File: config.mk
export PLATFORM = sky130hd
export DESIGN_NAME = bptc_press
export DESIGN_NICKNAME = d
export VERILOG_FILES = /design/src/baro_pressure_temperature_compensation_assert.svh /design/src/bptc_pkg.sv /design/src/bptc_press.sv
export SDC_FILE = /design/constraint.sdc
export NUM_CORES = 2
export LEC_CHECK = 0
export ABC_AREA = 1
export BUFFER_PORTS_ARGS = -buffer_cell sky130_fd_sc_hd__buf_2
export CAP_MARGIN = 5
export CORE_AREA = 4 4 327 329
export CTS_CLUSTER_SIZE = 10
export DETAILED_ROUTE_END_ITERATION = 7
export DIE_AREA = 0 0 331 333
export PLACE_DENSITY = 0.58
export SETUP_SLACK_MARGIN = 0.15
export SLEW_MARGIN = 10
export SYNTH_ARGS = -nofsm -noshare
export SYNTH_HDL_FRONTEND = slang
export SYNTH_SLANG_ARGS = --single-unit
File: constraint.sdc
create_clock -name clk -period 3.7 [get_ports clk]
set_input_delay 0 -clock clk [delete_from_list [all_inputs] [get_ports clk]]
set_output_delay 0 -clock clk [all_outputs]
set_load 0.05 [all_outputs]
File: src/baro_pressure_temperature_compensation_assert.svh
// ----------------------------------------------------------------------------
// Assertion macros for the barometric compensation block
// Shared forms for the concurrent checks at the end of the top level.
// ----------------------------------------------------------------------------
`ifndef BARO_PRESSURE_TEMPERATURE_COMPENSATION_ASSERT_SVH
`define BARO_PRESSURE_TEMPERATURE_COMPENSATION_ASSERT_SVH

// Overlapping implication, checked on every rising edge outside reset.
`define BPTC_ASSERT_IMP(label, ante, cons) \
    label: assert property (@(posedge clk) disable iff (!rst_n) (ante) |-> (cons)) \
        else $error("bptc assertion failed");

// Non-overlapping implication, checked in the cycle after the antecedent.
`define BPTC_ASSERT_NXT(label, ante, cons) \
    label: assert property (@(posedge clk) disable iff (!rst_n) (ante) |=> (cons)) \
        else $error("bptc assertion failed");

`endif

File: src/bptc_pkg.sv
// ----------------------------------------------------------------------------
// bptc_pkg
// Widths, constants, register indexes and stage types of the compensation block.
// ----------------------------------------------------------------------------
package bptc_pkg;

    localparam int W_RAW   = 24;
    localparam int W_CAL   = 16;
    localparam int W_IDX   = 3;
    localparam int W_DT    = 25;
    localparam int W_TEMP  = 19;
    localparam int W_OFF   = 36;
    localparam int W_SENS  = 35;
    localparam int W_T2    = 17;
    localparam int W_SQ    = 36;
    localparam int W_CORR  = 39;
    localparam int W_OFFN  = 41;
    localparam int W_SENSN = 40;
    localparam int W_PRESS = 32;

    // Accept edge to the edge at which the result word is taken.
    localparam int LATENCY = 11;

    localparam logic signed [W_TEMP-1:0] TEMP_REF = 19'sd2000;
    localparam logic signed [W_TEMP-1:0] TEMP_LOW = -19'sd1500;

    typedef enum logic [W_IDX-1:0] {
        CFG_SENS     = 3'd0,
        CFG_OFF      = 3'd1,
        CFG_TCS      = 3'd2,
        CFG_TCO      = 3'd3,
        CFG_TREF     = 3'd4,
        CFG_TEMPSENS = 3'd5
    } cfg_idx_t;

    typedef struct packed {
        logic [W_CAL-1:0] sens;
        logic [W_CAL-1:0] off;
        logic [W_CAL-1:0] tcs;
        logic [W_CAL-1:0] tco;
        logic [W_CAL-1:0] tref;
        logic [W_CAL-1:0] tempsens;
    } cal_t;

    typedef struct packed {
        logic                     valid;
        logic [W_RAW-1:0]         d1;
        logic signed [W_TEMP-1:0] temp;
        logic signed [W_OFF-1:0]  off;
        logic signed [W_SENS-1:0] sens;
        logic [W_T2-1:0]          t2;
    } front_t;

    typedef struct packed {
        logic                      valid;
        logic [W_RAW-1:0]          d1;
        logic signed [W_OFFN-1:0]  off_n;
        logic signed [W_SENSN-1:0] sens_n;
        logic signed [W_TEMP-1:0]  tout;
    } corr_t;

endpackage

File: src/bptc_press.sv
// ----------------------------------------------------------------------------
// bptc_press
// Pressure product in two partial products, final scaling and the result
// registers.
// ----------------------------------------------------------------------------
module bptc_press
    import bptc_pkg::*;
(
    input  logic                     clk,
    input  logic                     rst_n,
    input  corr_t                    cr,
    output logic                     done,
    output logic signed [W_PRESS-1:0] pressure_centi_mbar,
    output logic signed [W_TEMP-1:0]  temperature_centi_c
);

    // Stage 1: partial products over the low and high halves of the sensitivity.
    logic                     p1_valid_reg;
    logic signed [W_OFFN-1:0] p1_off_reg;
    logic signed [W_TEMP-1:0] p1_tout_reg;
    logic [43:0]              pplo_next;
    logic signed [44:0]       pphi_next;
    logic [43:0]              pplo_reg;
    logic signed [44:0]       pphi_reg;

    // Stage 2: full product.
    logic                     p2_valid_reg;
    logic signed [W_OFFN-1:0] p2_off_reg;
    logic signed [W_TEMP-1:0] p2_tout_reg;
    logic signed [64:0]       prod_next;
    logic signed [64:0]       prod_reg;

    // Stage 3: result registers.
    logic signed [46:0]        diff_next;
    logic                      done_reg;
    logic signed [W_PRESS-1:0] press_reg;
    logic signed [W_TEMP-1:0]  temp_reg;

    assign pplo_next = cr.d1 * cr.sens_n[19:0];
    assign pphi_next = $signed({1'b0, cr.d1}) * $signed(cr.sens_n[W_SENSN-1:20]);

    assign prod_next = $signed({pphi_reg, 20'b0}) + $signed({21'b0, pplo_reg});

    // Floor of the product over 2^21 minus the offset; the floor over 2^15 is the slice.
    assign diff_next = $signed({{3{prod_reg[64]}}, prod_reg[64:21]}) - 47'(p2_off_reg);

    always_ff @(posedge clk or negedge rst_n)
    begin
        if (!rst_n)
        begin
            p1_valid_reg <= 1'b0;
            p2_valid_reg <= 1'b0;
            done_reg     <= 1'b0;
        end
        else
        begin
            p1_valid_reg <= cr.valid;
            p2_valid_reg <= p1_valid_reg;
            done_reg     <= p2_valid_reg;
        end
    end

    always_ff @(posedge clk)
    begin
        p1_off_reg  <= cr.off_n;
        p1_tout_reg <= cr.tout;
        pplo_reg    <= pplo_next;
        pphi_reg    <= pphi_next;

        p2_off_reg  <= p1_off_reg;
        p2_tout_reg <= p1_tout_reg;
        prod_reg    <= prod_next;

        press_reg   <= diff_next[46:15];
        temp_reg    <= p2_tout_reg;
    end

    assign done                = done_reg;
    assign pressure_centi_mbar = press_reg;
    assign temperature_centi_c = temp_reg;

endmodule

==> impl_metrics.csv <==
group,metric,value,unit
yosys,yosys_warnings,0,
cts,clockBufferDepth,3,
global_route,grt_pass1_wl,220700,µm
yosys,synth_area_per_cell,7.620,µm²
global_route,grt_pass1_vias,40710,
final_layout,largest_reg_flops,45,
yosys,async_flop_share,0.01053,
final_layout,area_delta_synth_final,29.43,%
timing,setup_slack,-1.369,ns
timing,skew,0.01915,ns
global_route,grt_usage,0.2541,
cts,cts_tree,"built",
floorplan,dieArea,0.1102,mm²
route,vias,38140,
placement,place_hpwl,114100,µm
yosys,synth_cell_types,49,
worst_setup_path,endpoint_kind,"flop",
final_layout,layout.nets,7847,
cts,cts.clk_slew.worst_paths,0.06,ns
timing,maxSlewHeadroom,0.4320,
floorplan,die_width,331,µm
placement,place.gp.congestion,0.9302,
yosys,synth-seq-cells,285,
timing,period_needed,5.069,ns
route,first_pass_iters,5,
timing,hold_viol_final,0,
timing,rsz0062_at_grt,"yes",
cts,cts_made_buffers,36,
cts,clock-sinks,285,
yosys,yosysSeqAreaShare,0.1286,
global_route,antenna_found_initial,0,
final_layout,layout-drive-gt1-share,0.2265,
route,ant_nets,0,
yosys,ys.flop_type,"dfxtp_1",
worst_setup_path,worstPathRequired,4.11,ns
route,drc,0,
route,routed_wl,138100,µm
floorplan,rows,118,
route,drt_iter0_drc,2364,
final_layout,utilization,0.5562,
yosys,synth_edf_count,0,
global_route,grt-ovfl-total,0,
route,wl_per_cell,17.41,µm
timing,final_max_slew_viol_count,0,
cts,cts_root_buf,"clkbuf_16",
floorplan,core_area,0.1035,mm²
global_route,grt_max_degree,24,
worst_setup_path,cp_data_arrival_time,5.48,ns
floorplan,ios,179,
yosys,synth_nets,7148,
cts,clock_latency,0.52,ns
final_layout,final_cell_area,0.05757,mm²
job,maxCapViolations,0,
route,vias_per_cell,4.811,
yosys,synthCells,5837,
final_layout,num-fill-cells,9619,
hold_path,min_path_type,"in2reg",
worst_setup_path,start_kind,"primary input",
placement,place_area,0.05161,mm²
placement,port_buffers,178,
outcome,violations,"setup timing",
timing,timing.fmax,197.3,MHz
floorplan,die_h,333,µm
timing,period_share,1.370,
timing,setup_viol,62,
yosys,syn_area,0.04448,mm²
worst_setup_path,critPathKind,"in2reg",
timing,whs,0.07541,ns
cts,cts_max_level,2,
floorplan,start_util,0.4298,
outcome,status,"finished, violations left",
timing,timing_worst_slew_pin_value,0.8455,ns
worst_setup_path,critPathMaxFanout,8,
layout by cell type, fill, tap and decap left out, types with 65 or more instances in the layout:
cell / synthesis / final
fa_1: 785 / 732
nand2_1: 1554 / 1393
a21oi_1: 199 / 135
nand3_1: 123 / 93
inv_2: 5 / 109
ha_1: 399 / 340
buf_2: 0 / 123
nor2_1: 293 / 214
dfxtp_1: 282 / 282
buf_4: 2 / 438
buf_6: 0 / 103
o21ai_0: 107 / 71
nand2_2: 10 / 113
inv_1: 1604 / 1495
buf_12: 0 / 72
xor2_1: 75 / 65
worst paths after layout:
path | startpoint | end | slack (ns) | cells after the start
min | cr[39] | pphi_reg[0] | 0.08 | 4
min in group asynchronous | rst_n | p2_valid_reg | 0.38 | 3
max reg2reg | p2_off_reg[11] | pressure_centi_mbar[27] | 1.47 | 9
max | cr[115] | pphi_reg[27] | -1.37 | 19
max in group asynchronous | rst_n | p1_valid_reg | 3.18 | 3
min reg2reg | p2_tout_reg[9] | temperature_centi_c[9] | 0.32 | 0
layer usage:
metal  vias to the layer above  share of wire  global-route usage
li1                      18310              -                   -
met5                         -              0                   0
met4                         0          0.026             0.05588
met1                     18600           0.45              0.3594
met3                       178          0.053             0.02234
met2                      1056           0.47              0.4256
kinds of logic (layout without fill, tap and decap cells):
| group | Yosys count | after routing | synth area share |
|---|---|---|---|
| buffers and inverters | 1787 | 2498 | 0.1510 |
| DFF | 285 | 285 | 0.1286 |
| xor gates and xnor gates | 90 | 90 | 0.01772 |
| and+or+nand+nor | 2098 | 2098 | 0.1876 |
| other | 0 | 1 | 0 |
| AOI/OAI and AO/OA | 393 | 393 | 0.04951 |
| adders and majority gates | 1184 | 1184 | 0.4656 |
repair_timing:
action / in CTS / in global routing
setup buffers: 77 / 35
endpoints found under the hold margin: 64 / 0
pin swaps: 237 / 203
gates cloned: 10 / 1
hold buffers: 63 / 0
endpoints found under the setup margin: 64 / 63
resized for setup: 581 / 269
area by class of cell:
cell class	instances	area, µm²	area share
diodes	1	2.502	0.00004347
clock inverters	5	50.05	0.0008694
multi-input cells	3765	35130	0.6102
inverters	1609	6057	0.1052
well taps	1380	1727	0.02999
clock buffers	45	975.9	0.01695
repair buffers	839	7906	0.1373
flip-flops and latches	285	5720	0.09937
per-stage QoR:
stage,TNS [ns],instances,setup WS [ns]
5_1_grt,-83.83,7928,-1.521
3_3_place_gp,-123.06,7692,-2.237
4_1_cts,-68.68,7892,-1.265
3_5_place_dp,-125.98,7692,-2.289
2_1_floorplan,-70.32,5837,-1.352
6_report,-73.32,7929,-1.369
synth_stat cells (2+ instances only):
cell         n  area, µm²
a21oi_1    199      996.0
o21bai_1    18      135.1
nand3b_1     4      30.03
nand2_2     10      62.56
nand2_1   1554       5833
o21ai_1      9      45.04
nor2_2      12      75.07
clkbuf_1   171      641.9
xor2_1      75      656.9
nand4_1     42      262.8
buf_1        5      18.77
and2_1       2      12.51
a21boi_0     8      60.06
dfxtp_1    282       5645
o211ai_1     3      22.52
o21bai_2     2      22.52
ha_1       399       4992
inv_1     1604       6021
o21a_1      12      90.09
or2_2       13      81.33
inv_2        5      18.77
o311ai_0     2      17.52
and3_1       6      37.54
dfrtp_1      3      75.07
o21ai_2      4      35.03
nor2_1     293       1100
a21o_1      17      127.6
nor3_2       3      30.03
nor4_1       2      12.51
xnor2_1     15      131.4
nor3_1      29      145.1
o21ai_0    107      535.5
a31oi_1      4      25.02
nand3_1    123      615.6
buf_4        2      15.01
fa_1       785      15720
critical path, cell delays in order:
cell and delay (ns):
buf_6 0.08, buf_12 0.15, buf_12 0.14, nand2_1 0.08, fa_1 0.58, fa_2 0.44
fa_1 0.51, inv_1 0.06, fa_2 0.58, fa_1 0.43, fa_1 0.52, fa_1 0.46
ha_4 0.28, a21oi_1 0.35, o21ai_1 0.18, a21oi_1 0.19, nand3_2 0.15, buf_4 0.17
xor2_1 0.13
Power is left out: the tool's default activity adds up to more than one toggle a clock period on the data nets, which glitch-free logic cannot reach.
