### src/baro_pressure_temperature_compensation_assert.svh
// ----------------------------------------------------------------------------
// Assertion macros for the barometric compensation block
// Shared forms for the concurrent checks at the end of the top level.
// ----------------------------------------------------------------------------
`ifndef BARO_PRESSURE_TEMPERATURE_COMPENSATION_ASSERT_SVH
`define BARO_PRESSURE_TEMPERATURE_COMPENSATION_ASSERT_SVH

// Overlapping implication, checked on every rising edge outside reset.
`define BPTC_ASSERT_IMP(label, ante, cons) \
    label: assert property (@(posedge clk) disable iff (!rst_n) (ante) |-> (cons)) \
        else $error("bptc assertion failed");

// Non-overlapping implication, checked in the cycle after the antecedent.
`define BPTC_ASSERT_NXT(label, ante, cons) \
    label: assert property (@(posedge clk) disable iff (!rst_n) (ante) |=> (cons)) \
        else $error("bptc assertion failed");

`endif

### src/bptc_pkg.sv
// ----------------------------------------------------------------------------
// bptc_pkg
// Widths, constants, register indexes and stage types of the compensation block.
// ----------------------------------------------------------------------------
package bptc_pkg;

    localparam int W_RAW   = 24;
    localparam int W_CAL   = 16;
    localparam int W_IDX   = 3;
    localparam int W_DT    = 25;
    localparam int W_TEMP  = 19;
    localparam int W_OFF   = 36;
    localparam int W_SENS  = 35;
    localparam int W_T2    = 17;
    localparam int W_SQ    = 36;
    localparam int W_CORR  = 39;
    localparam int W_OFFN  = 41;
    localparam int W_SENSN = 40;
    localparam int W_PRESS = 32;

    // Accept edge to the edge at which the result word is taken.
    localparam int LATENCY = 11;

    localparam logic signed [W_TEMP-1:0] TEMP_REF = 19'sd2000;
    localparam logic signed [W_TEMP-1:0] TEMP_LOW = -19'sd1500;

    typedef enum logic [W_IDX-1:0] {
        CFG_SENS     = 3'd0,
        CFG_OFF      = 3'd1,
        CFG_TCS      = 3'd2,
        CFG_TCO      = 3'd3,
        CFG_TREF     = 3'd4,
        CFG_TEMPSENS = 3'd5
    } cfg_idx_t;

    typedef struct packed {
        logic [W_CAL-1:0] sens;
        logic [W_CAL-1:0] off;
        logic [W_CAL-1:0] tcs;
        logic [W_CAL-1:0] tco;
        logic [W_CAL-1:0] tref;
        logic [W_CAL-1:0] tempsens;
    } cal_t;

    typedef struct packed {
        logic                     valid;
        logic [W_RAW-1:0]         d1;
        logic signed [W_TEMP-1:0] temp;
        logic signed [W_OFF-1:0]  off;
        logic signed [W_SENS-1:0] sens;
        logic [W_T2-1:0]          t2;
    } front_t;

    typedef struct packed {
        logic                      valid;
        logic [W_RAW-1:0]          d1;
        logic signed [W_OFFN-1:0]  off_n;
        logic signed [W_SENSN-1:0] sens_n;
        logic signed [W_TEMP-1:0]  tout;
    } corr_t;

endpackage

### src/bptc_front.sv
// ----------------------------------------------------------------------------
// bptc_front
// First-order stages: dT, the three calibration products and dT squared,
// then temperature, offset and sensitivity.
// ----------------------------------------------------------------------------
module bptc_front
    import bptc_pkg::*;
(
    input  logic             clk,
    input  logic             rst_n,
    input  logic             accept,
    input  logic [W_RAW-1:0] d1,
    input  logic [W_RAW-1:0] d2,
    input  cal_t             cal,
    output front_t           fr
);

    // Stage 1: dT.
    logic                   s1_valid_reg;
    logic [W_RAW-1:0]       s1_d1_reg;
    logic signed [W_DT-1:0] dt_next;
    logic signed [W_DT-1:0] dt_reg;

    // Stage 2: products.
    logic                   s2_valid_reg;
    logic [W_RAW-1:0]       s2_d1_reg;
    logic signed [41:0]     mt_next;
    logic signed [41:0]     mo_next;
    logic signed [41:0]     ms_next;
    logic signed [49:0]     dtsq_next;
    logic signed [18:0]     mt_reg;
    logic signed [34:0]     mo_reg;
    logic signed [33:0]     ms_reg;
    logic [W_T2-1:0]        t2_reg;

    // Stage 3: temperature, offset, sensitivity.
    logic                     s3_valid_reg;
    logic [W_RAW-1:0]         s3_d1_reg;
    logic signed [W_TEMP-1:0] temp_next;
    logic signed [W_TEMP-1:0] temp_reg;
    logic signed [W_OFF-1:0]  off_next;
    logic signed [W_OFF-1:0]  off_reg;
    logic signed [W_SENS-1:0] sens_next;
    logic signed [W_SENS-1:0] sens_reg;
    logic [W_T2-1:0]          s3_t2_reg;

    assign dt_next = $signed({1'b0, d2}) - $signed({1'b0, cal.tref, 8'b0});

    assign mt_next   = dt_reg * $signed({1'b0, cal.tempsens});
    assign mo_next   = dt_reg * $signed({1'b0, cal.tco});
    assign ms_next   = dt_reg * $signed({1'b0, cal.tcs});
    assign dtsq_next = dt_reg * dt_reg;

    // Upper bits of each product are the floor shifts; the values fit the slices.
    assign temp_next = TEMP_REF + mt_reg;
    assign off_next  = $signed({4'b0, cal.off, 16'b0}) + $signed({mo_reg[34], mo_reg});
    assign sens_next = $signed({4'b0, cal.sens, 15'b0}) + $signed({ms_reg[33], ms_reg});

    always_ff @(posedge clk or negedge rst_n)
    begin
        if (!rst_n)
        begin
            s1_valid_reg <= 1'b0;
            s2_valid_reg <= 1'b0;
            s3_valid_reg <= 1'b0;
        end
        else
        begin
            s1_valid_reg <= accept;
            s2_valid_reg <= s1_valid_reg;
            s3_valid_reg <= s2_valid_reg;
        end
    end

    always_ff @(posedge clk)
    begin
        s1_d1_reg <= d1;
        dt_reg    <= dt_next;

        s2_d1_reg <= s1_d1_reg;
        mt_reg    <= mt_next[41:23];
        mo_reg    <= mo_next[41:7];
        ms_reg    <= ms_next[41:8];
        t2_reg    <= dtsq_next[47:31];

        s3_d1_reg <= s2_d1_reg;
        temp_reg  <= temp_next;
        off_reg   <= off_next;
        sens_reg  <= sens_next;
        s3_t2_reg <= t2_reg;
    end

    assign fr.valid = s3_valid_reg;
    assign fr.d1    = s3_d1_reg;
    assign fr.temp  = temp_reg;
    assign fr.off   = off_reg;
    assign fr.sens  = sens_reg;
    assign fr.t2    = s3_t2_reg;

endmodule

### config.mk
export PLATFORM = sky130hd
export DESIGN_NAME = bptc_front
export DESIGN_NICKNAME = d
export VERILOG_FILES = /design/src/baro_pressure_temperature_compensation_assert.svh /design/src/bptc_pkg.sv /design/src/bptc_front.sv
export SDC_FILE = /design/constraint.sdc
export NUM_CORES = 2
export LEC_CHECK = 0
export ABC_CLOCK_PERIOD_IN_PS = 8000
export BUFFER_PORTS_ARGS = -buffer_cell sky130_fd_sc_hd__buf_2
export CAP_MARGIN = 20
export CORE_MARGIN = 2
export CORE_UTILIZATION = 50
export CTS_CLUSTER_SIZE = 12
export DETAILED_ROUTE_END_ITERATION = 7
export PLACE_DENSITY_LB_ADDON = 0.2
export SLEW_MARGIN = 10
export SYNTH_ARGS = -nofsm -noshare
export SYNTH_HDL_FRONTEND = slang
export SYNTH_SLANG_ARGS = --single-unit
### constraint.sdc
create_clock -name clk -period 8 [get_ports clk]
set_input_delay 0 -clock clk [delete_from_list [all_inputs] [get_ports clk]]
set_output_delay 0 -clock clk [all_outputs]
set_load 0.05 [all_outputs]
==> out/summary.md <==
• 69400 um^2 — netlist area before placement
• 8.51 ns — Data required, critical path
• 8.73% — post-synthesis to final-layout area growth
• 275 mm — first-pass GRT wire length
• 0.738 ns — worst-margin pin slew
• 50.4% — Max transition margin
• 279 — number of top-level pins
• finished clean — run status
• 50.8% — portion of synthesized cell area occupied by the leading cell type
• 7292 — instance count of the mapped netlist
• 16 — Max FO, Critical Path
• 25 — Worst Reg2Reg Path Length in Cells
• 0 — number of design rule violations left after detail routing
• in -> reg — Hold WC Path Type
• 0 — max-capacitance violation count
• 312 — Sinks on Clock Net
• 162 mm — wire length reported by the detailed router
• 4 — number of cells on the worst hold path
• 312 — #FFs+latches synth
• 377 um — floorplan die width
• 5 — Initial DRT Pass Iterations
• sky130_fd_sc_hd__inv_1 — cell with the most instances after synthesis
• 36 — number of flip-flops under the largest register name
• 0 — Ys Warns
• 0 — final setup vio count
• 0 — Post-DRT Antenna Nets
• sky130_fd_sc_hd__fa_1, sky130_fd_sc_hd__inv_1, sky130_fd_sc_hd__ha_1 — leading post-synthesis cells by cell area
• 0 — Hold Fails Final Rpt
• 9131 — number of cells after detailed placement
• 72 — unique cell type count in the Yosys netlist
• 39 — number of buffers added by the clock tree synthesis step
• sky130_fd_sc_hd__fa_1 — cell type with the highest aggregate area in the netlist
• 2 — H-tree levels
• reg -> reg — startpoint-to-endpoint class of the critical path
• 17.3 um — average wire per cell in the routed design
• 0 ns — Fin Setup TNS
• sky130_fd_sc_hd__dfxtp_1 — Post-synth top flop
• 138000 um^2 — Placeable Area
• 0 — number of flops mapped to enable cells by yosys
• 0.870 — routability-driven placement congestion ratio
• 6.12% — fraction of layout instances using a drive strength above 1
• 278 — number of port buffers
• 0.0232 ns — Final Hold Slack
• 0.0475 ns — Worst Clk Skew
• 0 — Setup Fix Bufs, Post-CTS
• 377 um — vertical die dimension
• 8.03 ns — data arrival time at the worst-slack endpoint
• 136 — floorplan row count
• 133 MHz — highest achievable clock rate
• false — setup repair after global routing missed its margin
• 5.05 — vias per cell
• 9352 — non-filler instance count after layout
• 12500 — filler instances
• 47200 — via count
• 0.06 ns — clock slew at reported path FFs
• 94.1% — final worst-path cycle share
• 130 mm — sum of net half-perimeters after detailed placement
• 142000 um^2 — DIE AREA
• 0.48 ns — Reg2Reg Setup Slack
• 50.4% — effective utilization at floorplan
• 7.52 ns — final period demand of the worst path
• 53700 — number of global-route vias before repair
• 9.52 um^2 — mean instance size in the synthesized netlist
• sky130_fd_sc_hd__clkbuf_16 — root buffer cell
• built — TritonCTS clock tree
• 24.6% — overall routing resource usage
• 9929 — Total Nets Final
• sky130_fd_sc_hd__inv_1, sky130_fd_sc_hd__fa_1, sky130_fd_sc_hd__nand2_1 — Post-synth top cells
• flop — type of origin of the critical path
• 0 — remaining global-route overflow
• 0.64 ns — Clock Latency Late Sink
• 12 — antenna violations before repair
• flop — capturing element type of the critical path
• 9.02% — sequential share of the synthesized area
• 3 — Longest Clk Path Bufs
• 0.962% — post-synthesis async set-or-reset flop share
• 2297 — iteration-0 DRC count of the detailed router
• 0 — Max Slew Vio Count
• 72 — maximum number of pins on one net before global-route repair
• 9698 — Post-Synthesis Net Count
[worst max-delay path: stages, from the launching register on]
cell and delay (ns):
sky130_fd_sc_hd__dfxtp_2 0.58, sky130_fd_sc_hd__inv_1 0.26, sky130_fd_sc_hd__nor2_1 0.26, sky130_fd_sc_hd__fa_1 0.46
sky130_fd_sc_hd__fa_1 0.52, sky130_fd_sc_hd__fa_1 0.55, sky130_fd_sc_hd__inv_1 0.06, sky130_fd_sc_hd__fa_1 0.50
sky130_fd_sc_hd__inv_1 0.05, sky130_fd_sc_hd__fa_1 0.43, sky130_fd_sc_hd__fa_1 0.54, sky130_fd_sc_hd__inv_1 0.06
sky130_fd_sc_hd__fa_1 0.47, sky130_fd_sc_hd__inv_1 0.04, sky130_fd_sc_hd__ha_1 0.31, sky130_fd_sc_hd__a21o_1 0.17
sky130_fd_sc_hd__a211o_1 0.28, sky130_fd_sc_hd__a41oi_1 0.21, sky130_fd_sc_hd__o21a_1 0.18, sky130_fd_sc_hd__nor2b_1 0.17
sky130_fd_sc_hd__a21oi_1 0.14, sky130_fd_sc_hd__buf_4 0.19, sky130_fd_sc_hd__a311oi_1 0.41, sky130_fd_sc_hd__nor2_1 0.16
sky130_fd_sc_hd__o311ai_1 0.29, sky130_fd_sc_hd__nand2_1 0.09
[cells by family after synthesis]
logic type	synth area share (%)
AO/OA/AOI/OAI	3.68
XOR/XNOR	2.28
adder cells (fa/ha/maj)	59.8
buffers and inverters	12.6
flip-flops	9.02
multiplexers	0.0288
AND/OR/NAND/NOR	12.6
[metrics by stage]
step / setup WS, ns / area (um^2) / util [%]
after floorplan: 1.05 / 69400 / -
after global placement: 0.514 / 72700 / 52.8
after detailed placement: 0.343 / 72700 / 52.8
after CTS: 0.301 / 75400 / 54.8
after global routing: 0.0568 / 75500 / 54.8
final: 0.475 / 75500 / 54.8
[what timing repair did]
action,in CTS,in global routing
hold endpoints to repair,92,0
hold buffers,145,0
setup endpoints to repair,0,1
gates resized for setup,0,1
[path summary, 6_finish.rpt]
| path | endpoint | start |
|---|---|---|
| max | t2_reg[15] | dt_reg[3] |
| min | dt_reg[11] | d2[11] |
| max reg2reg | t2_reg[15] | dt_reg[3] |
| min reg2reg | s3_d1_reg[5] | s2_d1_reg[5] |
| max in group asynchronous | s1_valid_reg | rst_n |
| min in group asynchronous | s3_valid_reg | rst_n |
[cell type report]
| class | count | area (um^2) | share of cell area (%) |
|---|---|---|---|
| Tap cell | 1794 | 2240 | 2.97 |
| Timing Repair Buffer | 497 | 3590 | 4.76 |
| Antenna cell | 10 | 25.0 | 0.0332 |
| Multi-Input combinational cell | 4654 | 54400 | 72.1 |
| Clock buffer | 51 | 1100 | 1.46 |
| Inverter | 2019 | 7580 | 10.0 |
| Clock inverter | 15 | 225 | 0.298 |
| Sequential cell | 312 | 6290 | 8.34 |
[per-layer routing]
layer  wire (um)  up-vias  track usage, %
met5           7        -               0
met4        5460        2            7.82
met3        8730      296            3.35
met2       81200     1121            42.7
met1       66800    24500            31.8
li1            -    21300               -
[cells in the final DEF, fill, tap and decap left out, types with 99 or more instances in the layout]
cell type / instances
sky130_fd_sc_hd__nor2_1: 122
sky130_fd_sc_hd__and2_1: 594
sky130_fd_sc_hd__ha_1: 499
sky130_fd_sc_hd__buf_2: 278
sky130_fd_sc_hd__dlygate4sd3_1: 145
sky130_fd_sc_hd__a21oi_1: 99
sky130_fd_sc_hd__dfxtp_1: 284
sky130_fd_sc_hd__xnor2_1: 140
sky130_fd_sc_hd__nand2_1: 948
sky130_fd_sc_hd__fa_1: 1760
sky130_fd_sc_hd__inv_1: 2019
Power is left out: the tool's default activity adds up to more than one toggle a clock period on the data nets, which glitch-free logic cannot reach.
