File: src/baro_pressure_temperature_compensation_assert.svh
// ----------------------------------------------------------------------------
// Assertion macros for the barometric compensation block
// Shared forms for the concurrent checks at the end of the top level.
// ----------------------------------------------------------------------------
`ifndef BARO_PRESSURE_TEMPERATURE_COMPENSATION_ASSERT_SVH
`define BARO_PRESSURE_TEMPERATURE_COMPENSATION_ASSERT_SVH

// Overlapping implication, checked on every rising edge outside reset.
`define BPTC_ASSERT_IMP(label, ante, cons) \
    label: assert property (@(posedge clk) disable iff (!rst_n) (ante) |-> (cons)) \
        else $error("bptc assertion failed");

// Non-overlapping implication, checked in the cycle after the antecedent.
`define BPTC_ASSERT_NXT(label, ante, cons) \
    label: assert property (@(posedge clk) disable iff (!rst_n) (ante) |=> (cons)) \
        else $error("bptc assertion failed");

`endif

File: src/bptc_pkg.sv
// ----------------------------------------------------------------------------
// bptc_pkg
// Widths, constants, register indexes and stage types of the compensation block.
// ----------------------------------------------------------------------------
package bptc_pkg;

    localparam int W_RAW   = 24;
    localparam int W_CAL   = 16;
    localparam int W_IDX   = 3;
    localparam int W_DT    = 25;
    localparam int W_TEMP  = 19;
    localparam int W_OFF   = 36;
    localparam int W_SENS  = 35;
    localparam int W_T2    = 17;
    localparam int W_SQ    = 36;
    localparam int W_CORR  = 39;
    localparam int W_OFFN  = 41;
    localparam int W_SENSN = 40;
    localparam int W_PRESS = 32;

    // Accept edge to the edge at which the result word is taken.
    localparam int LATENCY = 11;

    localparam logic signed [W_TEMP-1:0] TEMP_REF = 19'sd2000;
    localparam logic signed [W_TEMP-1:0] TEMP_LOW = -19'sd1500;

    typedef enum logic [W_IDX-1:0] {
        CFG_SENS     = 3'd0,
        CFG_OFF      = 3'd1,
        CFG_TCS      = 3'd2,
        CFG_TCO      = 3'd3,
        CFG_TREF     = 3'd4,
        CFG_TEMPSENS = 3'd5
    } cfg_idx_t;

    typedef struct packed {
        logic [W_CAL-1:0] sens;
        logic [W_CAL-1:0] off;
        logic [W_CAL-1:0] tcs;
        logic [W_CAL-1:0] tco;
        logic [W_CAL-1:0] tref;
        logic [W_CAL-1:0] tempsens;
    } cal_t;

    typedef struct packed {
        logic                     valid;
        logic [W_RAW-1:0]         d1;
        logic signed [W_TEMP-1:0] temp;
        logic signed [W_OFF-1:0]  off;
        logic signed [W_SENS-1:0] sens;
        logic [W_T2-1:0]          t2;
    } front_t;

    typedef struct packed {
        logic                      valid;
        logic [W_RAW-1:0]          d1;
        logic signed [W_OFFN-1:0]  off_n;
        logic signed [W_SENSN-1:0] sens_n;
        logic signed [W_TEMP-1:0]  tout;
    } corr_t;

endpackage

File: src/bptc_corr.sv
// ----------------------------------------------------------------------------
// bptc_corr
// Second-order low-temperature correction of offset, sensitivity and
// temperature.
// ----------------------------------------------------------------------------
module bptc_corr
    import bptc_pkg::*;
(
    input  logic   clk,
    input  logic   rst_n,
    input  front_t fr,
    output corr_t  cr
);

    logic [4:0] valid_reg;

    // Stage 1: threshold distances and flags, and the output temperature.
    logic [W_RAW-1:0]         c1_d1_reg;
    logic signed [W_OFF-1:0]  c1_off_reg;
    logic signed [W_SENS-1:0] c1_sens_reg;
    logic signed [W_TEMP:0]   ta_next;
    logic signed [W_TEMP:0]   tb_next;
    logic signed [W_TEMP:0]   ta_reg;
    logic signed [W_TEMP:0]   tb_reg;
    logic                     lt_ref_reg;
    logic                     lt_low_reg;
    logic signed [W_TEMP-1:0] t2_use;
    logic signed [W_TEMP-1:0] tout_next;
    logic signed [W_TEMP-1:0] c1_tout_reg;

    // Stage 2: squares.
    logic [W_RAW-1:0]         c2_d1_reg;
    logic signed [W_OFF-1:0]  c2_off_reg;
    logic signed [W_SENS-1:0] c2_sens_reg;
    logic signed [W_TEMP-1:0] c2_tout_reg;
    logic signed [39:0]       sqa_next;
    logic signed [39:0]       sqb_next;
    logic [W_SQ-1:0]          a_reg;
    logic [W_SQ-1:0]          b_reg;

    // Stage 3: small constant multiples.
    logic [W_RAW-1:0]         c3_d1_reg;
    logic signed [W_OFF-1:0]  c3_off_reg;
    logic signed [W_SENS-1:0] c3_sens_reg;
    logic signed [W_TEMP-1:0] c3_tout_reg;
    logic [W_CORR-1:0]        a5_reg;
    logic [W_CORR-1:0]        b7_reg;
    logic [W_CORR-1:0]        b11_reg;

    // Stage 4: correction terms.
    logic [W_RAW-1:0]         c4_d1_reg;
    logic signed [W_OFF-1:0]  c4_off_reg;
    logic signed [W_SENS-1:0] c4_sens_reg;
    logic signed [W_TEMP-1:0] c4_tout_reg;
    logic [W_CORR-1:0]        off2_reg;
    logic [W_CORR-1:0]        sens2_reg;

    // Stage 5: corrected offset and sensitivity.
    logic [W_RAW-1:0]          c5_d1_reg;
    logic signed [W_TEMP-1:0]  c5_tout_reg;
    logic signed [W_OFFN-1:0]  offn_reg;
    logic signed [W_SENSN-1:0] sensn_reg;

    assign ta_next   = $signed({fr.temp[W_TEMP-1], fr.temp})
                     - $signed({TEMP_REF[W_TEMP-1], TEMP_REF});
    assign tb_next   = $signed({fr.temp[W_TEMP-1], fr.temp})
                     - $signed({TEMP_LOW[W_TEMP-1], TEMP_LOW});
    // The dT squared term only applies below the upper knee.
    assign t2_use    = (fr.temp < TEMP_REF) ? $signed({2'b00, fr.t2})
                                            : $signed({W_TEMP{1'b0}});
    // The true difference always fits the temperature width.
    assign tout_next = fr.temp - t2_use;

    assign sqa_next = ta_reg * ta_reg;
    assign sqb_next = tb_reg * tb_reg;

    always_ff @(posedge clk or negedge rst_n)
    begin
        if (!rst_n)
        begin
            valid_reg <= '0;
        end
        else
        begin
            valid_reg <= {valid_reg[3:0], fr.valid};
        end
    end

    always_ff @(posedge clk)
    begin
        c1_d1_reg   <= fr.d1;
        c1_off_reg  <= fr.off;
        c1_sens_reg <= fr.sens;
        c1_tout_reg <= tout_next;
        ta_reg      <= ta_next;
        tb_reg      <= tb_next;
        lt_ref_reg  <= fr.temp < TEMP_REF;
        lt_low_reg  <= fr.temp < TEMP_LOW;

        c2_d1_reg   <= c1_d1_reg;
        c2_off_reg  <= c1_off_reg;
        c2_sens_reg <= c1_sens_reg;
        c2_tout_reg <= c1_tout_reg;
        a_reg       <= lt_ref_reg ? sqa_next[W_SQ-1:0] : '0;
        b_reg       <= lt_low_reg ? sqb_next[W_SQ-1:0] : '0;

        c3_d1_reg   <= c2_d1_reg;
        c3_off_reg  <= c2_off_reg;
        c3_sens_reg <= c2_sens_reg;
        c3_tout_reg <= c2_tout_reg;
        a5_reg      <= {1'b0, a_reg, 2'b00} + {3'b000, a_reg};
        b7_reg      <= {b_reg, 3'b000} - {3'b000, b_reg};
        b11_reg     <= {b_reg, 3'b000} + {2'b00, b_reg, 1'b0} + {3'b000, b_reg};

        c4_d1_reg   <= c3_d1_reg;
        c4_off_reg  <= c3_off_reg;
        c4_sens_reg <= c3_sens_reg;
        c4_tout_reg <= c3_tout_reg;
        off2_reg    <= (a5_reg >> 1) + b7_reg;
        sens2_reg   <= (a5_reg >> 2) + (b11_reg >> 1);

        c5_d1_reg   <= c4_d1_reg;
        c5_tout_reg <= c4_tout_reg;
        offn_reg    <= W_OFFN'(c4_off_reg) - $signed({2'b00, off2_reg});
        sensn_reg   <= W_SENSN'(c4_sens_reg) - $signed({1'b0, sens2_reg});
    end

    assign cr.valid  = valid_reg[4];
    assign cr.d1     = c5_d1_reg;
    assign cr.off_n  = offn_reg;
    assign cr.sens_n = sensn_reg;
    assign cr.tout   = c5_tout_reg;

endmodule

File: config.mk
export PLATFORM = sky130hd
export DESIGN_NAME = bptc_corr
export DESIGN_NICKNAME = d
export VERILOG_FILES = /design/src/baro_pressure_temperature_compensation_assert.svh /design/src/bptc_pkg.sv /design/src/bptc_corr.sv
export SDC_FILE = /design/constraint.sdc
export NUM_CORES = 2
export LEC_CHECK = 0
export BUFFER_PORTS_ARGS = -buffer_cell sky130_fd_sc_hd__buf_2
export CORE_UTILIZATION = 35
export DETAILED_ROUTE_END_ITERATION = 6
export PLACE_DENSITY = 0.6
export SLEW_MARGIN = 15
export SYNTH_ARGS = -nofsm -noshare
export SYNTH_HDL_FRONTEND = slang
export SYNTH_SLANG_ARGS = --single-unit
File: constraint.sdc
create_clock -name clk -period 9.4 [get_ports clk]
set_input_delay 1.88 -clock clk [delete_from_list [all_inputs] [get_ports clk]]
set_output_delay 1.88 -clock clk [all_outputs]
set_load 0.05 [all_outputs]
==> flow_metrics.py <==
metrics = {
    "status": {
        "outcome": "finished clean",
    },
    "timing": {
        "skew_ps": 61.0,
        "fin_setup_tns_ps": 0,
        "final.min_clock_period_ps": 7820,
        "slew_headroom_pct": 16.9,
        "grt_setup_unrepaired": "false",
        "finalSetupViolations": 0,
        "max_freq_mhz": 128,
        "worst_slew_pin_slew_ps": 1220,
        "period_share_pct": 83.2,
        "hold_viol_final": 0,
        "maxSlewViolCount": 0,
    },
    "clock_tree": {
        "holdBufCountCts": 0,
        "cts_buffers": 90,
        "clk_path_buf_depth": 3,
        "cts_tree": "built",
        "cts_root_buffer": "clkbuf_16",
        "cts_resized": 0,
        "clk_latency_ps": 700,
        "post_cts_buffers": 0,
        "cts.sinks": 884,
        "path_clk_slew_ps": 60,
        "htreeDepth": 3,
    },
    "route": {
        "postRouteAntennaNets": 0,
        "via_count": 37575,
        "wl_per_cell_um": 15.5,
        "drt_first_iter_violations": 1592,
        "drc": 0,
        "firstDrtPassIters": 5,
        "viasPerCell": 4.63,
        "wl_um": 126000,
    },
    "grt": {
        "grt_pass1_vias": 39758,
        "grt_pass1_wl_um": 205000,
        "antenna_found_initial": 4,
        "track_usage_pct": 15.6,
        "grt_max_degree": 48,
        "overflow": 0,
    },
    "yosys": {
        "ys_types": 81,
        "synth_warnings": 0,
        "async_flop_share_pct": 0.566,
        "synthCells": 5600,
        "avgSynthCellArea_um2": 10.2,
        "syn_area_um2": 57200,
        "syn-num-nets": 6952,
        "ys_ff_latch": 884,
        "ys_seq_area_share_pct": 31.0,
        "synth-edff-count": 0,
        "synth_flop_cell": "dfxtp_1",
    },
    "die": {
        "coreArea_um2": 163000,
        "die_y_um": 406,
        "num_io_pins": 259,
        "die_w_um": 406,
        "num_rows": 148,
        "dieArea_um2": 165000,
        "initial_core_util_pct": 35.2,
    },
    "cells_and_area": {
        "drive_above_1_share_pct": 8.07,
        "largest_reg_flops": 41,
        "layout.nets": 7223,
        "syn_to_final_growth_pct": 12.4,
    },
    "worst_setup_path": {
        "critPathKind": "register to register",
        "critPathCaptureType": "register",
        "start_kind": "register",
        "required_ps": 9970,
        "arrival_ps": 8390,
        "cp_max_fo": 18,
    },
    "flow_run": {
        "cap_violations": 0,
    },
    "place": {
        "io_buffers": 258,
        "routabilityCongestion": 0.908,
        "place_hpwl_um": 103000,
    },
    "worst_hold_path": {
        "hp-class": "register to register",
    },
}
## worst paths after layout
kind                                startpoint        endpoint  slack [ps]  cells past startpoint
worst max-delay path                 tb_reg[4]       b_reg[35]        1580                     25
worst min-delay path            c3_off_reg[14]  c4_off_reg[14]         300                      0
worst max register to register       tb_reg[4]       b_reg[35]        1580                     25
worst min register to register  c3_off_reg[14]  c4_off_reg[14]         300                      0
max in group asynchronous                rst_n    valid_reg[0]        8260                      1
min in group asynchronous                rst_n    valid_reg[4]        1000                      1
## worst max-delay path, stage by stage (launching register included)
cell and delay [ps]:
dfxtp_1 790, inv_1 310, nor2_1 260, inv_1 100, fa_1 450, fa_1 550, inv_1 50, fa_1 470
fa_1 510, inv_1 50, fa_1 530, inv_1 50, fa_1 470, inv_1 50, fa_1 470, inv_1 40
ha_1 330, and3_1 190, a221oi_1 350, a31oi_1 260, a41oi_1 420, a211oi_1 160, o31ai_1 380, a31oi_1 160
xnor2_1 150, and2_1 160
## logic make-up (layout without fill, tap and decap cells)
| family | after synthesis | after routing | share of synthesized area, % |
|---|---|---|---|
| fa+ha+maj | 1218 | 1218 | 36.3 |
| buf+inv | 1158 | 1505 | 7.60 |
| simple gates | 1128 | 1128 | 9.66 |
| flops | 884 | 884 | 31.0 |
| compound gates | 838 | 838 | 9.69 |
| xor+xnor | 366 | 366 | 5.60 |
| mux | 7 | 7 | 0.127 |
| other cells | 1 | 2 | 0.00656 |
## per-layer routing
metal / share of wire [%] / vias to the layer above / track usage (%)
met1: 46 / 18332 / 20.7
met4: 2.2 / 4 / 4.14
met5: 0.020 / - / 0
met3: 5.0 / 175 / 2.74
li1: - / 18300 / -
met2: 46 / 764 / 26.1
## placed cells by master (no fill, tap or decap), types with 13 or more instances in the layout
master / instances
nor3_1: 64
a21oi_1: 249
nor2_1: 225
xor2_1: 112
clkinv_2: 17
or3_1: 20
o21a_1: 52
bufinv_16: 14
xnor2_1: 254
nand4_1: 31
nand2b_1: 44
o21bai_1: 48
a21o_1: 145
a21boi_0: 14
fa_1: 738
clkbuf_16: 91
inv_1: 1057
buf_2: 258
a211oi_1: 28
dfxtp_1: 879
nand3_1: 58
and2_1: 206
nor2b_1: 58
or2_2: 17
buf_4: 21
o21ai_0: 129
ha_1: 480
nand2_1: 345
o211ai_1: 13
a31oi_1: 28
and3_1: 31
## cell type report
class,instances,area (µm²)
well taps,2175,2720
inverters,1058,3970
clock buffers,115,2490
flip-flops and latches,884,17700
repair buffers,279,1450
diodes,1,2.50
clock inverters,53,787
fillers,16022,98300
multi-input cells,3558,35100
## synth_stat cells, types with 9 or more instances
| cell type | instances | area share [%] |
|---|---|---|
| inv_1 | 1057 | 6.9 |
| dfxtp_1 | 879 | 31 |
| fa_1 | 738 | 26 |
| ha_1 | 480 | 10 |
| nand2_1 | 345 | 2.3 |
| xnor2_1 | 254 | 3.9 |
| a21oi_1 | 249 | 2.2 |
| nor2_1 | 225 | 1.5 |
| and2_1 | 206 | 2.3 |
| a21o_1 | 145 | 1.9 |
| o21ai_0 | 129 | 1.1 |
| xor2_1 | 112 | 1.7 |
| clkbuf_1 | 95 | 0.62 |
| nor3_1 | 64 | 0.56 |
| nand3_1 | 58 | 0.51 |
| nor2b_1 | 58 | 0.63 |
| o21a_1 | 52 | 0.68 |
| o21bai_1 | 48 | 0.63 |
| nand2b_1 | 44 | 0.48 |
| and3_1 | 31 | 0.34 |
| nand4_1 | 31 | 0.34 |
| a211oi_1 | 28 | 0.37 |
| a31oi_1 | 28 | 0.31 |
| or3_1 | 20 | 0.22 |
| or2_2 | 17 | 0.19 |
| a21boi_0 | 14 | 0.18 |
| o211ai_1 | 13 | 0.17 |
| a2111oi_0 | 11 | 0.17 |
| o2111ai_1 | 11 | 0.17 |
| a221oi_1 | 9 | 0.14 |
## per-stage QoR
| stage | instances | util [%] | hold slack [ps] | setup WS, ps | instance area, µm² |
|---|---|---|---|---|---|
| floorplan | 5600 | - | 310 | 2650 | 57200 |
| detailed placement | 7954 | 37.5 | 312 | 1600 | 61000 |
| CTS | 8122 | 39.5 | 304 | 1620 | 64300 |
| global route | 8122 | 39.5 | 317 | 1070 | 64300 |
| finish | 8123 | 39.5 | 300 | 1580 | 64300 |
| global placement | 7954 | 37.5 | 310 | 1740 | 61000 |
Power is not shown: default switching activity piles up to over one toggle a cycle in this logic, so the estimate is an artifact.
