### config.mk
export PLATFORM = sky130hd
export DESIGN_NAME = bptc_cfg
export DESIGN_NICKNAME = d
export VERILOG_FILES = /design/src/baro_pressure_temperature_compensation_assert.svh /design/src/bptc_pkg.sv /design/src/bptc_cfg.sv
export SDC_FILE = /design/constraint.sdc
export NUM_CORES = 1
export LEC_CHECK = 0
export BUFFER_PORTS_ARGS = -buffer_cell sky130_fd_sc_hd__buf_4
export CAP_MARGIN = 30
export CORE_MARGIN = 5
export CORE_UTILIZATION = 47
export CTS_BUF_LIST = sky130_fd_sc_hd__clkbuf_8
export DETAILED_ROUTE_END_ITERATION = 10
export PLACE_DENSITY = 0.87
export SYNTH_ARGS = -nofsm -noshare
export SYNTH_HDL_FRONTEND = slang
export SYNTH_SLANG_ARGS = --single-unit
export TNS_END_PERCENT = 1
### constraint.sdc
create_clock -name clk -period 0.8 [get_ports clk]
set_input_delay 0.12 -clock clk [delete_from_list [all_inputs] [get_ports clk]]
set_output_delay 0.12 -clock clk [all_outputs]
set_load 0.02 [all_outputs]
### src/baro_pressure_temperature_compensation_assert.svh
// ----------------------------------------------------------------------------
// Assertion macros for the barometric compensation block
// Shared forms for the concurrent checks at the end of the top level.
// ----------------------------------------------------------------------------
`ifndef BARO_PRESSURE_TEMPERATURE_COMPENSATION_ASSERT_SVH
`define BARO_PRESSURE_TEMPERATURE_COMPENSATION_ASSERT_SVH

// Overlapping implication, checked on every rising edge outside reset.
`define BPTC_ASSERT_IMP(label, ante, cons) \
    label: assert property (@(posedge clk) disable iff (!rst_n) (ante) |-> (cons)) \
        else $error("bptc assertion failed");

// Non-overlapping implication, checked in the cycle after the antecedent.
`define BPTC_ASSERT_NXT(label, ante, cons) \
    label: assert property (@(posedge clk) disable iff (!rst_n) (ante) |=> (cons)) \
        else $error("bptc assertion failed");

`endif

### src/bptc_pkg.sv
// ----------------------------------------------------------------------------
// bptc_pkg
// Widths, constants, register indexes and stage types of the compensation block.
// ----------------------------------------------------------------------------
package bptc_pkg;

    localparam int W_RAW   = 24;
    localparam int W_CAL   = 16;
    localparam int W_IDX   = 3;
    localparam int W_DT    = 25;
    localparam int W_TEMP  = 19;
    localparam int W_OFF   = 36;
    localparam int W_SENS  = 35;
    localparam int W_T2    = 17;
    localparam int W_SQ    = 36;
    localparam int W_CORR  = 39;
    localparam int W_OFFN  = 41;
    localparam int W_SENSN = 40;
    localparam int W_PRESS = 32;

    // Accept edge to the edge at which the result word is taken.
    localparam int LATENCY = 11;

    localparam logic signed [W_TEMP-1:0] TEMP_REF = 19'sd2000;
    localparam logic signed [W_TEMP-1:0] TEMP_LOW = -19'sd1500;

    typedef enum logic [W_IDX-1:0] {
        CFG_SENS     = 3'd0,
        CFG_OFF      = 3'd1,
        CFG_TCS      = 3'd2,
        CFG_TCO      = 3'd3,
        CFG_TREF     = 3'd4,
        CFG_TEMPSENS = 3'd5
    } cfg_idx_t;

    typedef struct packed {
        logic [W_CAL-1:0] sens;
        logic [W_CAL-1:0] off;
        logic [W_CAL-1:0] tcs;
        logic [W_CAL-1:0] tco;
        logic [W_CAL-1:0] tref;
        logic [W_CAL-1:0] tempsens;
    } cal_t;

    typedef struct packed {
        logic                     valid;
        logic [W_RAW-1:0]         d1;
        logic signed [W_TEMP-1:0] temp;
        logic signed [W_OFF-1:0]  off;
        logic signed [W_SENS-1:0] sens;
        logic [W_T2-1:0]          t2;
    } front_t;

    typedef struct packed {
        logic                      valid;
        logic [W_RAW-1:0]          d1;
        logic signed [W_OFFN-1:0]  off_n;
        logic signed [W_SENSN-1:0] sens_n;
        logic signed [W_TEMP-1:0]  tout;
    } corr_t;

endpackage

### src/bptc_cfg.sv
// ----------------------------------------------------------------------------
// bptc_cfg
// Calibration register file, written through the configuration channel.
// ----------------------------------------------------------------------------
module bptc_cfg
    import bptc_pkg::*;
(
    input  logic             clk,
    input  logic             rst_n,
    input  logic             cfg_valid,
    output logic             cfg_ready,
    input  logic [W_IDX-1:0] cfg_index,
    input  logic [W_CAL-1:0] cfg_data,
    output cal_t             cal
);

    cal_t cal_reg;
    cal_t cal_next;

    assign cfg_ready = 1'b1;
    assign cal       = cal_reg;

    always_comb
    begin
        cal_next = cal_reg;
        if (cfg_valid)
        begin
            unique case (cfg_idx_t'(cfg_index))
                CFG_SENS:     cal_next.sens     = cfg_data;
                CFG_OFF:      cal_next.off      = cfg_data;
                CFG_TCS:      cal_next.tcs      = cfg_data;
                CFG_TCO:      cal_next.tco      = cfg_data;
                CFG_TREF:     cal_next.tref     = cfg_data;
                CFG_TEMPSENS: cal_next.tempsens = cfg_data;
                default:      cal_next          = cal_reg;
            endcase
        end
    end

    always_ff @(posedge clk or negedge rst_n)
    begin
        if (!rst_n)
        begin
            cal_reg <= '0;
        end
        else
        begin
            cal_reg <= cal_next;
        end
    end

endmodule

==> metrics.yaml, run 1 <==
die_y_microns: 98.6
clockBufferDepth: 2
crit_buf_inv: 1
power_density_nw_per_um2: 2840
io_buffers: 117
drive_gt1_share_pct: 71.2
seqCellArea_sq_um: 2400
ys_ff_latch: 96
postSynthAreaPerCell_sq_um: 17.6
routedWlPerCell_microns: 20.0
crit_path_end_kind: "output port"
finalHoldViolCount: 0
grt_pass1_wl_mm: 14.4
hpwl_mm: 6.30
clkTransAtPathRegs_ps: 90
grt_usage_pct: 18.9
ys_seq_area_share_pct: 65.1
largest_reg_flops: 96
drc_errors: 0
cts_buffers: 9
outcome: "complete, but fails checks"
hold_class: "input port to flip-flop"
clk_latency_ps: 340
fin_util_pct: 72.5
final_cell_mix: "buf_6, dfrtp_1, mux2_2"
wirelength_mm: 9.06
cellLeakagePower_nw: 2.63
ys_warn_count: 0
fin_ws_ps: -231
cts_tree: "built"
critical_path_arrival_ps: 910
grt_max_degree: 34
start_kind: "flip-flop"
initial_core_util_pct: 48.0
vias: 2331
mappedNetlistArea_sq_um: 3690
ios: 119
final_antenna_net_count: 0
grt_overflow_total: 0
fill_cells: 482
drv_slew: 0
grt_pass1_vias: 2638
maxCapViolCount: 0
final_nets: 368
final_common_cell: "buf_6"
antenna_found_initial: 0
dr.first_iter.drc_count: 47
multiInputGateArea_sq_um: 1300
cp_data_required_time_ps: 680
die_x_microns: 98.6
path_cells: "buf_6"
viasPerCell: 5.15
fmax_mhz: 970
fp-row-count: 32
worstSetupPathType: "flip-flop to output port"
finalCritPeriodShare_pct: 129
period_needed_ps: 1030
synth_cell_types: 12
critPathSlowestCell: "dfrtp_1"
coreArea_sq_um: 7690
tns_ps: -22210
setup_viol: 161
die_area_sq_um: 9720
ir_drop_mv: 2.00
cp_max_fo: 2
cts.sinks: 96
syn_to_final_growth_pct: 51.1
fin_skew_ps: 0
synth_cells: 210
root_buffer: "clkbuf_8"
cts-htree-levels: 3
synth_fp_nets: 232
max_stage_delay_ps: 420
gp_congestion: 0.717
diodes: 0
violations: "negative setup slack"
post-place-ws_ps: -488
critical_path.top_delay_family: "flip-flops"
holdWs_ps: 45.5
dr.pass1.iters: 4
fin_area_sq_um: 5570
rsz0062_at_grt: "yes"
dpl-instance-area_sq_um: 4810
## per-stage QoR
step | power (mW) | std cells
2_1_floorplan | 8.90 | 210
3_3_place_gp | 11.2 | 433
3_5_place_dp | 11.3 | 433
4_1_cts | 15.7 | 453
5_1_grt | 16.5 | 453
6_report | 15.8 | 453
## report_power, final
group	total, mW	switching (mW)	internal (mW)
logic	5.60	2.43	3.17
registers	6.76	0.840	5.93
clock network	3.47	1.64	1.83
## Yosys cell counts
master | number | share of area [%]
nor4b_4 | 1 | 0.64
buf_4 | 1 | 0.20
buf_6 | 7 | 2.1
nand4b_2 | 2 | 0.81
mux2_2 | 95 | 29
and4bb_2 | 2 | 0.68
dfrtp_1 | 96 | 65
buf_2 | 2 | 0.27
conb_1 | 1 | 0.10
buf_8 | 1 | 0.41
and4bb_1 | 1 | 0.34
mux2_1 | 1 | 0.31
## worst paths after layout
kind                              from       to  slack (ps)  depth (start not counted)
max                            cal[10]  cal[10]        -230                          1
min                        cfg_data[8]  cal[72]          50                          2
max reg2reg                    cal[86]  cal[86]        -110                          2
min reg2reg                    cal[82]  cal[82]         520                          1
max in group asynchronous        rst_n  cal[78]         190                          3
min in group asynchronous        rst_n  cal[81]         170                          2
## timing repair
item                                    in CTS  in global routing
pin swaps                                    1                  2
setup buffers                                3                  0
resized for setup                          106                 30
endpoints found under the setup margin     160                168
hold endpoints to repair                    96                  0
gates cloned                                 0                  0
hold buffers                                 1                  0
## final cells by class
class / instances / area share [%]
clock buffers: 10 / 2.47
clock inverters: 6 / 1.50
multi-input cells: 103 / 23.3
flip-flops and latches: 96 / 43.1
well taps: 102 / 2.29
repair buffers: 136 / 27.3
## worst register-to-register path: stages, from the launching register on
cell     delay (ps)
dfrtp_1         410
buf_4           140
mux2_2          260
## cell families after synthesis
logic type	after synthesis	share of synthesized area, %
other	1	0.102
muxes	96	29.3
and+or+nand+nor	6	2.48
buffers and inverters	11	3.02
DFF	96	65.1
## routing by layer
layer,GRT usage (%),share of wire [%]
met3,8.14,9.0
met1,22.1,38
met5,0,0
met2,31.5,51
met4,6.20,1.6
No activity file was read; power rests on OpenSTA's default activity.
==> inputs of run 2 (changes only) <==
==> constraint.sdc (replaced) <==
create_clock -name clk -period 0.8 [get_ports clk]
set_input_delay 0.08 -clock clk [delete_from_list [all_inputs] [get_ports clk]]
set_output_delay 0.08 -clock clk [all_outputs]
set_load 0.02 [all_outputs]
==> run 2 against run 1 <==
Effect of this change: the flow still finishes with violations (negative setup slack); count of clock-buffer cells in the layout unchanged; clock skew unchanged; utilization increased by 0.57 points; total power decreased by 2.5%; sequential power about the same; critical path type unchanged; critical endpoint is now cal[58]; largest cell class unchanged; largest power group unchanged.
==> metrics.yaml, run 2 (same netlist as run 1, synthesis figures left out) <==
outcome: "complete, but fails checks"  # unchanged
violations: "negative setup slack"  # unchanged
tns_ps: -16850  # was -22210 ps
stdcell_count: 462  # was 453
syn_to_final_growth_pct: 52.3  # was 51.1%
cts-htree-levels: 3  # unchanged
io_buffers: 117  # unchanged
die_x_microns: 98.6  # unchanged
root_buffer: "clkbuf_8"  # unchanged
drive_gt1_share_pct: 69.7  # was 71.2%
fp-row-count: 32  # unchanged
crit_buf_inv: 1  # unchanged
critPathSlowestCell: "dfrtp_1"  # unchanged
final_antenna_net_count: 0  # unchanged
initial_core_util_pct: 48.0  # unchanged
final_common_cell: "buf_6"  # unchanged
cts_tree: "built"  # unchanged
grt_usage_pct: 19.6  # was 18.9%
cts.sinks: 96  # unchanged
clk_latency_ps: 340  # about the same
grt_pass1_wl_mm: 14.9  # was 14.4 mm
dr.first_iter.drc_count: 39  # was 47
grt_pass1_vias: 2664  # was 2638
critical_path_arrival_ps: 910  # about the same
crit_path_end_kind: "output port"  # unchanged
pwr-share-comb_pct: 36.2  # was 35.3%
largest_reg_flops: 96  # unchanged
critical_path.top_delay_family: "flip-flops"  # unchanged
hpwl_mm: 6.38  # was 6.30 mm
cp_data_required_time_ps: 720  # was 680 ps
drc_errors: 0  # unchanged
wirelength_mm: 9.12  # was 9.06 mm
vias: 2332  # was 2331
p_sw_mw: 4.85  # was 4.91 mW
dp.cells: 433  # unchanged
final_nets: 377  # was 368
cp_max_fo: 2  # unchanged
finalHoldViolCount: 0  # unchanged
gp_congestion: 0.719  # was 0.717
routedWlPerCell_microns: 19.7  # was 20.0 microns
setup_viol: 154  # was 161
dr.pass1.iters: 4  # unchanged
viasPerCell: 5.05  # was 5.15
pwr-share-seq_pct: 43.8  # was 42.7%
clkTransAtPathRegs_ps: 90  # about the same
final_cell_mix: "buf_6, dfrtp_1, mux2_2"  # unchanged
finalCritPeriodShare_pct: 123  # was 129%
fin_util_pct: 73.1  # was 72.5%
fmax_mhz: 1010  # was 970 MHz
cellLeakagePower_nw: 2.63  # about the same
hold_class: "input port to flip-flop"  # unchanged
worstSetupPathType: "flip-flop to output port"  # unchanged
rsz0062_at_grt: "yes"  # unchanged
die_y_microns: 98.6  # unchanged
period_needed_ps: 987  # was 1030 ps
power_density_nw_per_um2: 2750  # was 2840 nW/um^2
coreArea_sq_um: 7690  # unchanged
holdWs_ps: 18.2  # was 45.5 ps
p_int_mw: 10.6  # was 10.9 mW
fin_skew_ps: 0  # unchanged
drv_slew: 0  # unchanged
max_stage_delay_ps: 420  # about the same
grt_max_degree: 34  # unchanged
antenna_found_initial: 0  # unchanged
cts_buffers: 9  # unchanged
die_area_sq_um: 9720  # unchanged
maxCapViolCount: 0  # unchanged
ios: 119  # unchanged
fill_cells: 473  # was 482
clkPwrFrac_pct: 20.0  # was 21.9%
grt_overflow_total: 0  # unchanged
start_kind: "flip-flop"  # unchanged
p_sw_share_pct: 31.4  # was 31.0%
ir_drop_mv: 1.69  # was 2.00 mV
fin_ws_ps: -187  # was -231 ps
path_cells: "buf_6"  # unchanged
clockBufferDepth: 2  # unchanged
diodes: 0  # unchanged
==> run 2: cell count changes in the layout (fill, tap and decap cells not counted), moves of 5 or more <==
| cell | change |
|---|---|
| buf_4 | -5 |
| buf_6 | +6 |
| dlygate4sd3_1 | +9 |
| mux2_2 | +11 |
| mux2_4 | -10 |
==> run 2: cell type report <==
| class | instances | area [sq um] | area share [%] |
|---|---|---|---|
| clock inverters | 6 | 60.1 | 1.07 |
| repair buffers | 145 | 1630 | 29.0 |
| flip-flops and latches | 96 | 2400 | 42.8 |
| multi-input cells | 103 | 1260 | 22.5 |
| clock buffers | 10 | 138 | 2.45 |
| well taps | 102 | 128 | 2.27 |
==> run 2: repair_timing <==
item,4_1_cts,5_1_grt
buffers inserted,2,1
hold endpoints to repair,119,0
endpoints found under the setup margin,155,165
hold buffers,10,0
pin swaps,2,0
gates resized for setup,112,18
==> run 2: metal layers <==
metal | wire length, microns | vias up | global-route usage [%]
met5 | 0 | - | 0
met4 | 70 | 0 | 5.57
met3 | 743 | 7 | 7.08
met2 | 4810 | 88 | 33.7
met1 | 3490 | 1200 | 23.1
li1 | - | 1037 | -
==> run 2: path summary, 6_finish.rpt <==
path	cells past startpoint	from	slack, ps	end
setup / recovery	1	cal[58]	-190	cal[58]
max in group asynchronous	3	rst_n	230	cal[12]
min in group asynchronous	2	rst_n	130	cal[58]
hold / removal	2	cfg_data[9]	20	cal[41]
setup reg to reg	2	cal[47]	-130	cal[47]
hold reg to reg	1	cal[25]	530	cal[25]
==> run 2: metrics by stage <==
stage	power (mW)	setup slack (ps)	area [sq um]
floorplan	8.90	-468	3690
global placement	11.2	-385	4810
detailed placement	11.3	-465	4810
CTS	15.4	-206	5540
global route	16.2	-225	5620
finish	15.4	-187	5620
==> run 2: power groups by stage <==
stage | Sequential, mW | Combinational [mW] | Clock, mW
detailed placement | 6.64 | 4.71 | 0
global route | 6.91 | 5.88 | 3.38
floorplan | 7.86 | 1.03 | 0
finish | 6.76 | 5.59 | 3.09
CTS | 6.75 | 5.52 | 3.16
global placement | 6.56 | 4.59 | 0
==> inputs of run 3 (changes only) <==
--- a/config.mk
+++ b/config.mk
@@ -8,10 +8,10 @@
 export BUFFER_PORTS_ARGS = -buffer_cell sky130_fd_sc_hd__buf_4
 export CAP_MARGIN = 30
 export CORE_MARGIN = 5
-export CORE_UTILIZATION = 47
-export CTS_BUF_LIST = sky130_fd_sc_hd__clkbuf_8
+export CORE_UTILIZATION = 45
+export CTS_BUF_LIST = sky130_fd_sc_hd__clkbuf_4 sky130_fd_sc_hd__clkbuf_8
 export DETAILED_ROUTE_END_ITERATION = 10
-export PLACE_DENSITY = 0.87
+export PLACE_DENSITY = 0.81
 export SYNTH_ARGS = -nofsm -noshare
 export SYNTH_HDL_FRONTEND = slang
 export SYNTH_SLANG_ARGS = --single-unit
==> constraint.sdc (replaced) <==
create_clock -name clk -period 1 [get_ports clk]
set_input_delay 0.1 -clock clk [delete_from_list [all_inputs] [get_ports clk]]
set_output_delay 0.1 -clock clk [all_outputs]
set_load 0.02 [all_outputs]
==> run 3 against run 2 <==
Effect of this change: the flow still finishes with violations (negative setup slack); worst hold slack better by 1.8 ps; critical path depth unchanged; clock skew is the same; via count decreased by 2.1%; non-clock buffer count shrank 4; die area grew 4.0%; cell area down 2.6%; sequential power fell by 20%; routed wire length down 3.0%; count of clock-buffer cells in the layout unchanged; first-iteration DRC count shrank 5.1%; critical path type unchanged; largest power group unchanged; highest routed layer unchanged.
==> metrics.yaml, run 3 (same netlist as run 1, synthesis figures left out) <==
dr.first_iter.drc_count: 37  # was 39
clkTransAtPathRegs_ps: 100  # was 90 ps
grt_pass1_vias: 2615  # was 2664
fin_skew_ps: 0  # unchanged
r2r-start: "cal[51]"  # was cal[47]
start_kind: "flip-flop"  # unchanged
multiInputGateArea_sq_um: 1180  # was 1260 sq um
path_cells: "buf_6"  # unchanged
viasPerCell: 4.96  # was 5.05
routedWlPerCell_microns: 19.2  # was 19.7 microns
cp_max_fo: 2  # unchanged
die_y_microns: 101  # was 98.6 microns
maxCapViolCount: 0  # unchanged
r2r_end: "cal[51]"  # was cal[47]
initial_core_util_pct: 45.6  # was 48.0%
max_stage_delay_ps: 420  # about the same
p_total_mw: 12.5  # was 15.4 mW
critical_path.top_delay_family: "flip-flops"  # unchanged
grt_overflow_total: 0  # unchanged
hold_end: "cal[11]"  # was cal[41]
drc_errors: 0  # unchanged
diodes: 0  # unchanged
largest_reg_flops: 96  # unchanged
fin_ws_ps: -17.6  # was -187 ps
grt_pass1_wl_mm: 14.0  # was 14.9 mm
post-place-ws_ps: -239  # was -465 ps
rrSetupSlack_ps: 80  # was -130 ps
root_buffer: "clkbuf_8"  # unchanged
die_area_sq_um: 10100  # was 9720 sq um
final_cell_mix: "dfrtp_1, buf_6, mux2_2"  # was buf_6, dfrtp_1, mux2_2
clk_latency_ps: 350  # was 340 ps
cp_data_required_time_ps: 900  # was 720 ps
cts_buffers: 9  # unchanged
die_x_microns: 101  # was 98.6 microns
final_nets: 373  # was 377
reg2reg_depth: 2  # unchanged
syn_to_final_growth_pct: 48.3  # was 52.3%
vias: 2282  # was 2332
finalCritPeriodShare_pct: 102
cellLeakagePower_nw: 2.52  # was 2.63 nW
finalHoldViolCount: 0  # unchanged
drive_gt1_share_pct: 71.5  # was 69.7%
grt_usage_pct: 18.1  # was 19.6%
seqCellArea_sq_um: 2400  # unchanged
clockBufferDepth: 2  # unchanged
cts.sinks: 96  # unchanged
worstSetupStartpoint: "cal[14]"  # was cal[58]
worstSetupPathType: "flip-flop to output port"  # unchanged
violations: "negative setup slack"  # unchanged
cp_num_cells: 1  # unchanged
worstHoldStart: "cfg_data[11]"  # was cfg_data[9]
fp-row-count: 33  # was 32
crit_buf_inv: 1  # unchanged
antenna_found_initial: 0  # unchanged
gp_congestion: 0.739  # was 0.719
final_antenna_net_count: 0  # unchanged
fmax_mhz: 983
cts_tree: "built"  # unchanged
setup_viol: 15  # was 154
hold_class: "input port to flip-flop"  # unchanged
critPathSlowestCell: "dfrtp_1"  # unchanged
worstHoldPathCells: 2  # unchanged
hpwl_mm: 6.15  # was 6.38 mm
cts-htree-levels: 3  # unchanged
rsz0062_at_grt: "yes"  # unchanged
critical_path_arrival_ps: 920  # was 910 ps
ios: 119  # unchanged
drv_slew: 0  # unchanged
io_buffers: 117  # unchanged
power_density_nw_per_um2: 2280  # was 2750 nW/um^2
ir_drop_mv: 1.20  # was 1.69 mV
crit_path_end_kind: "output port"  # unchanged
grt_max_degree: 52  # was 34
period_needed_ps: 1020
wirelength_mm: 8.84  # was 9.12 mm
fill_cells: 571  # was 473
coreArea_sq_um: 8090  # was 7690 sq um
dr.pass1.iters: 4  # unchanged
outcome: "complete, but fails checks"  # unchanged
-- run 3: report_power, final --
part           total [mW]  switching [mW]  internal [mW]
registers            5.39           0.655           4.74
clock network        2.74            1.32           1.42
logic                4.33            1.91           2.42
total                12.5            3.89           8.58
-- run 3: worst max-delay path by stage --
stage,endpoint
2_1_floorplan,cal[80]
3_3_place_gp,cal[89]
3_5_place_dp,cal[95]
4_1_cts,cal[77]
5_1_grt,cal[80]
6_report,cal[14]
-- run 3: cell type report --
| type | instances | area share [%] |
|---|---|---|
| clock buffer | 10 | 2.40 |
| clock inverter | 5 | 1.51 |
| multi-input combinational | 103 | 21.5 |
| sequential | 96 | 43.9 |
| tap | 105 | 2.40 |
| timing repair buffer | 141 | 28.3 |
-- run 3: repair_timing --
action,CTS,global route
endpoints found under the setup margin,90,96
hold buffers,2,0
endpoints found under the hold margin,97,0
gates resized for setup,90,6
setup buffers,8,0
pin swaps,0,0
-- run 3: metal layers --
layer | share of wire, % | vias up | GRT usage (%)
li1 | - | 1034 | -
met3 | 8.8 | 5 | 7.47
met4 | 0.63 | 0 | 4.46
met5 | 0 | - | 0
met1 | 43 | 1161 | 23.3
met2 | 48 | 82 | 28.8
-- run 3: stage by stage --
step / hold WS (ps) / utilization [%] / cells / instance area [sq um] / TNS [ps]
after floorplan: -196 / - / 210 / 3690 / -10090
after global placement: 79.7 / 59.5 / 435 / 4820 / -17520
after detailed placement: 84.0 / 59.5 / 435 / 4820 / -18570
after CTS: 3.36 / 67.3 / 460 / 5450 / -757
after global routing: 5.55 / 67.6 / 460 / 5470 / -3040
final: 20.0 / 67.6 / 460 / 5470 / -79.1
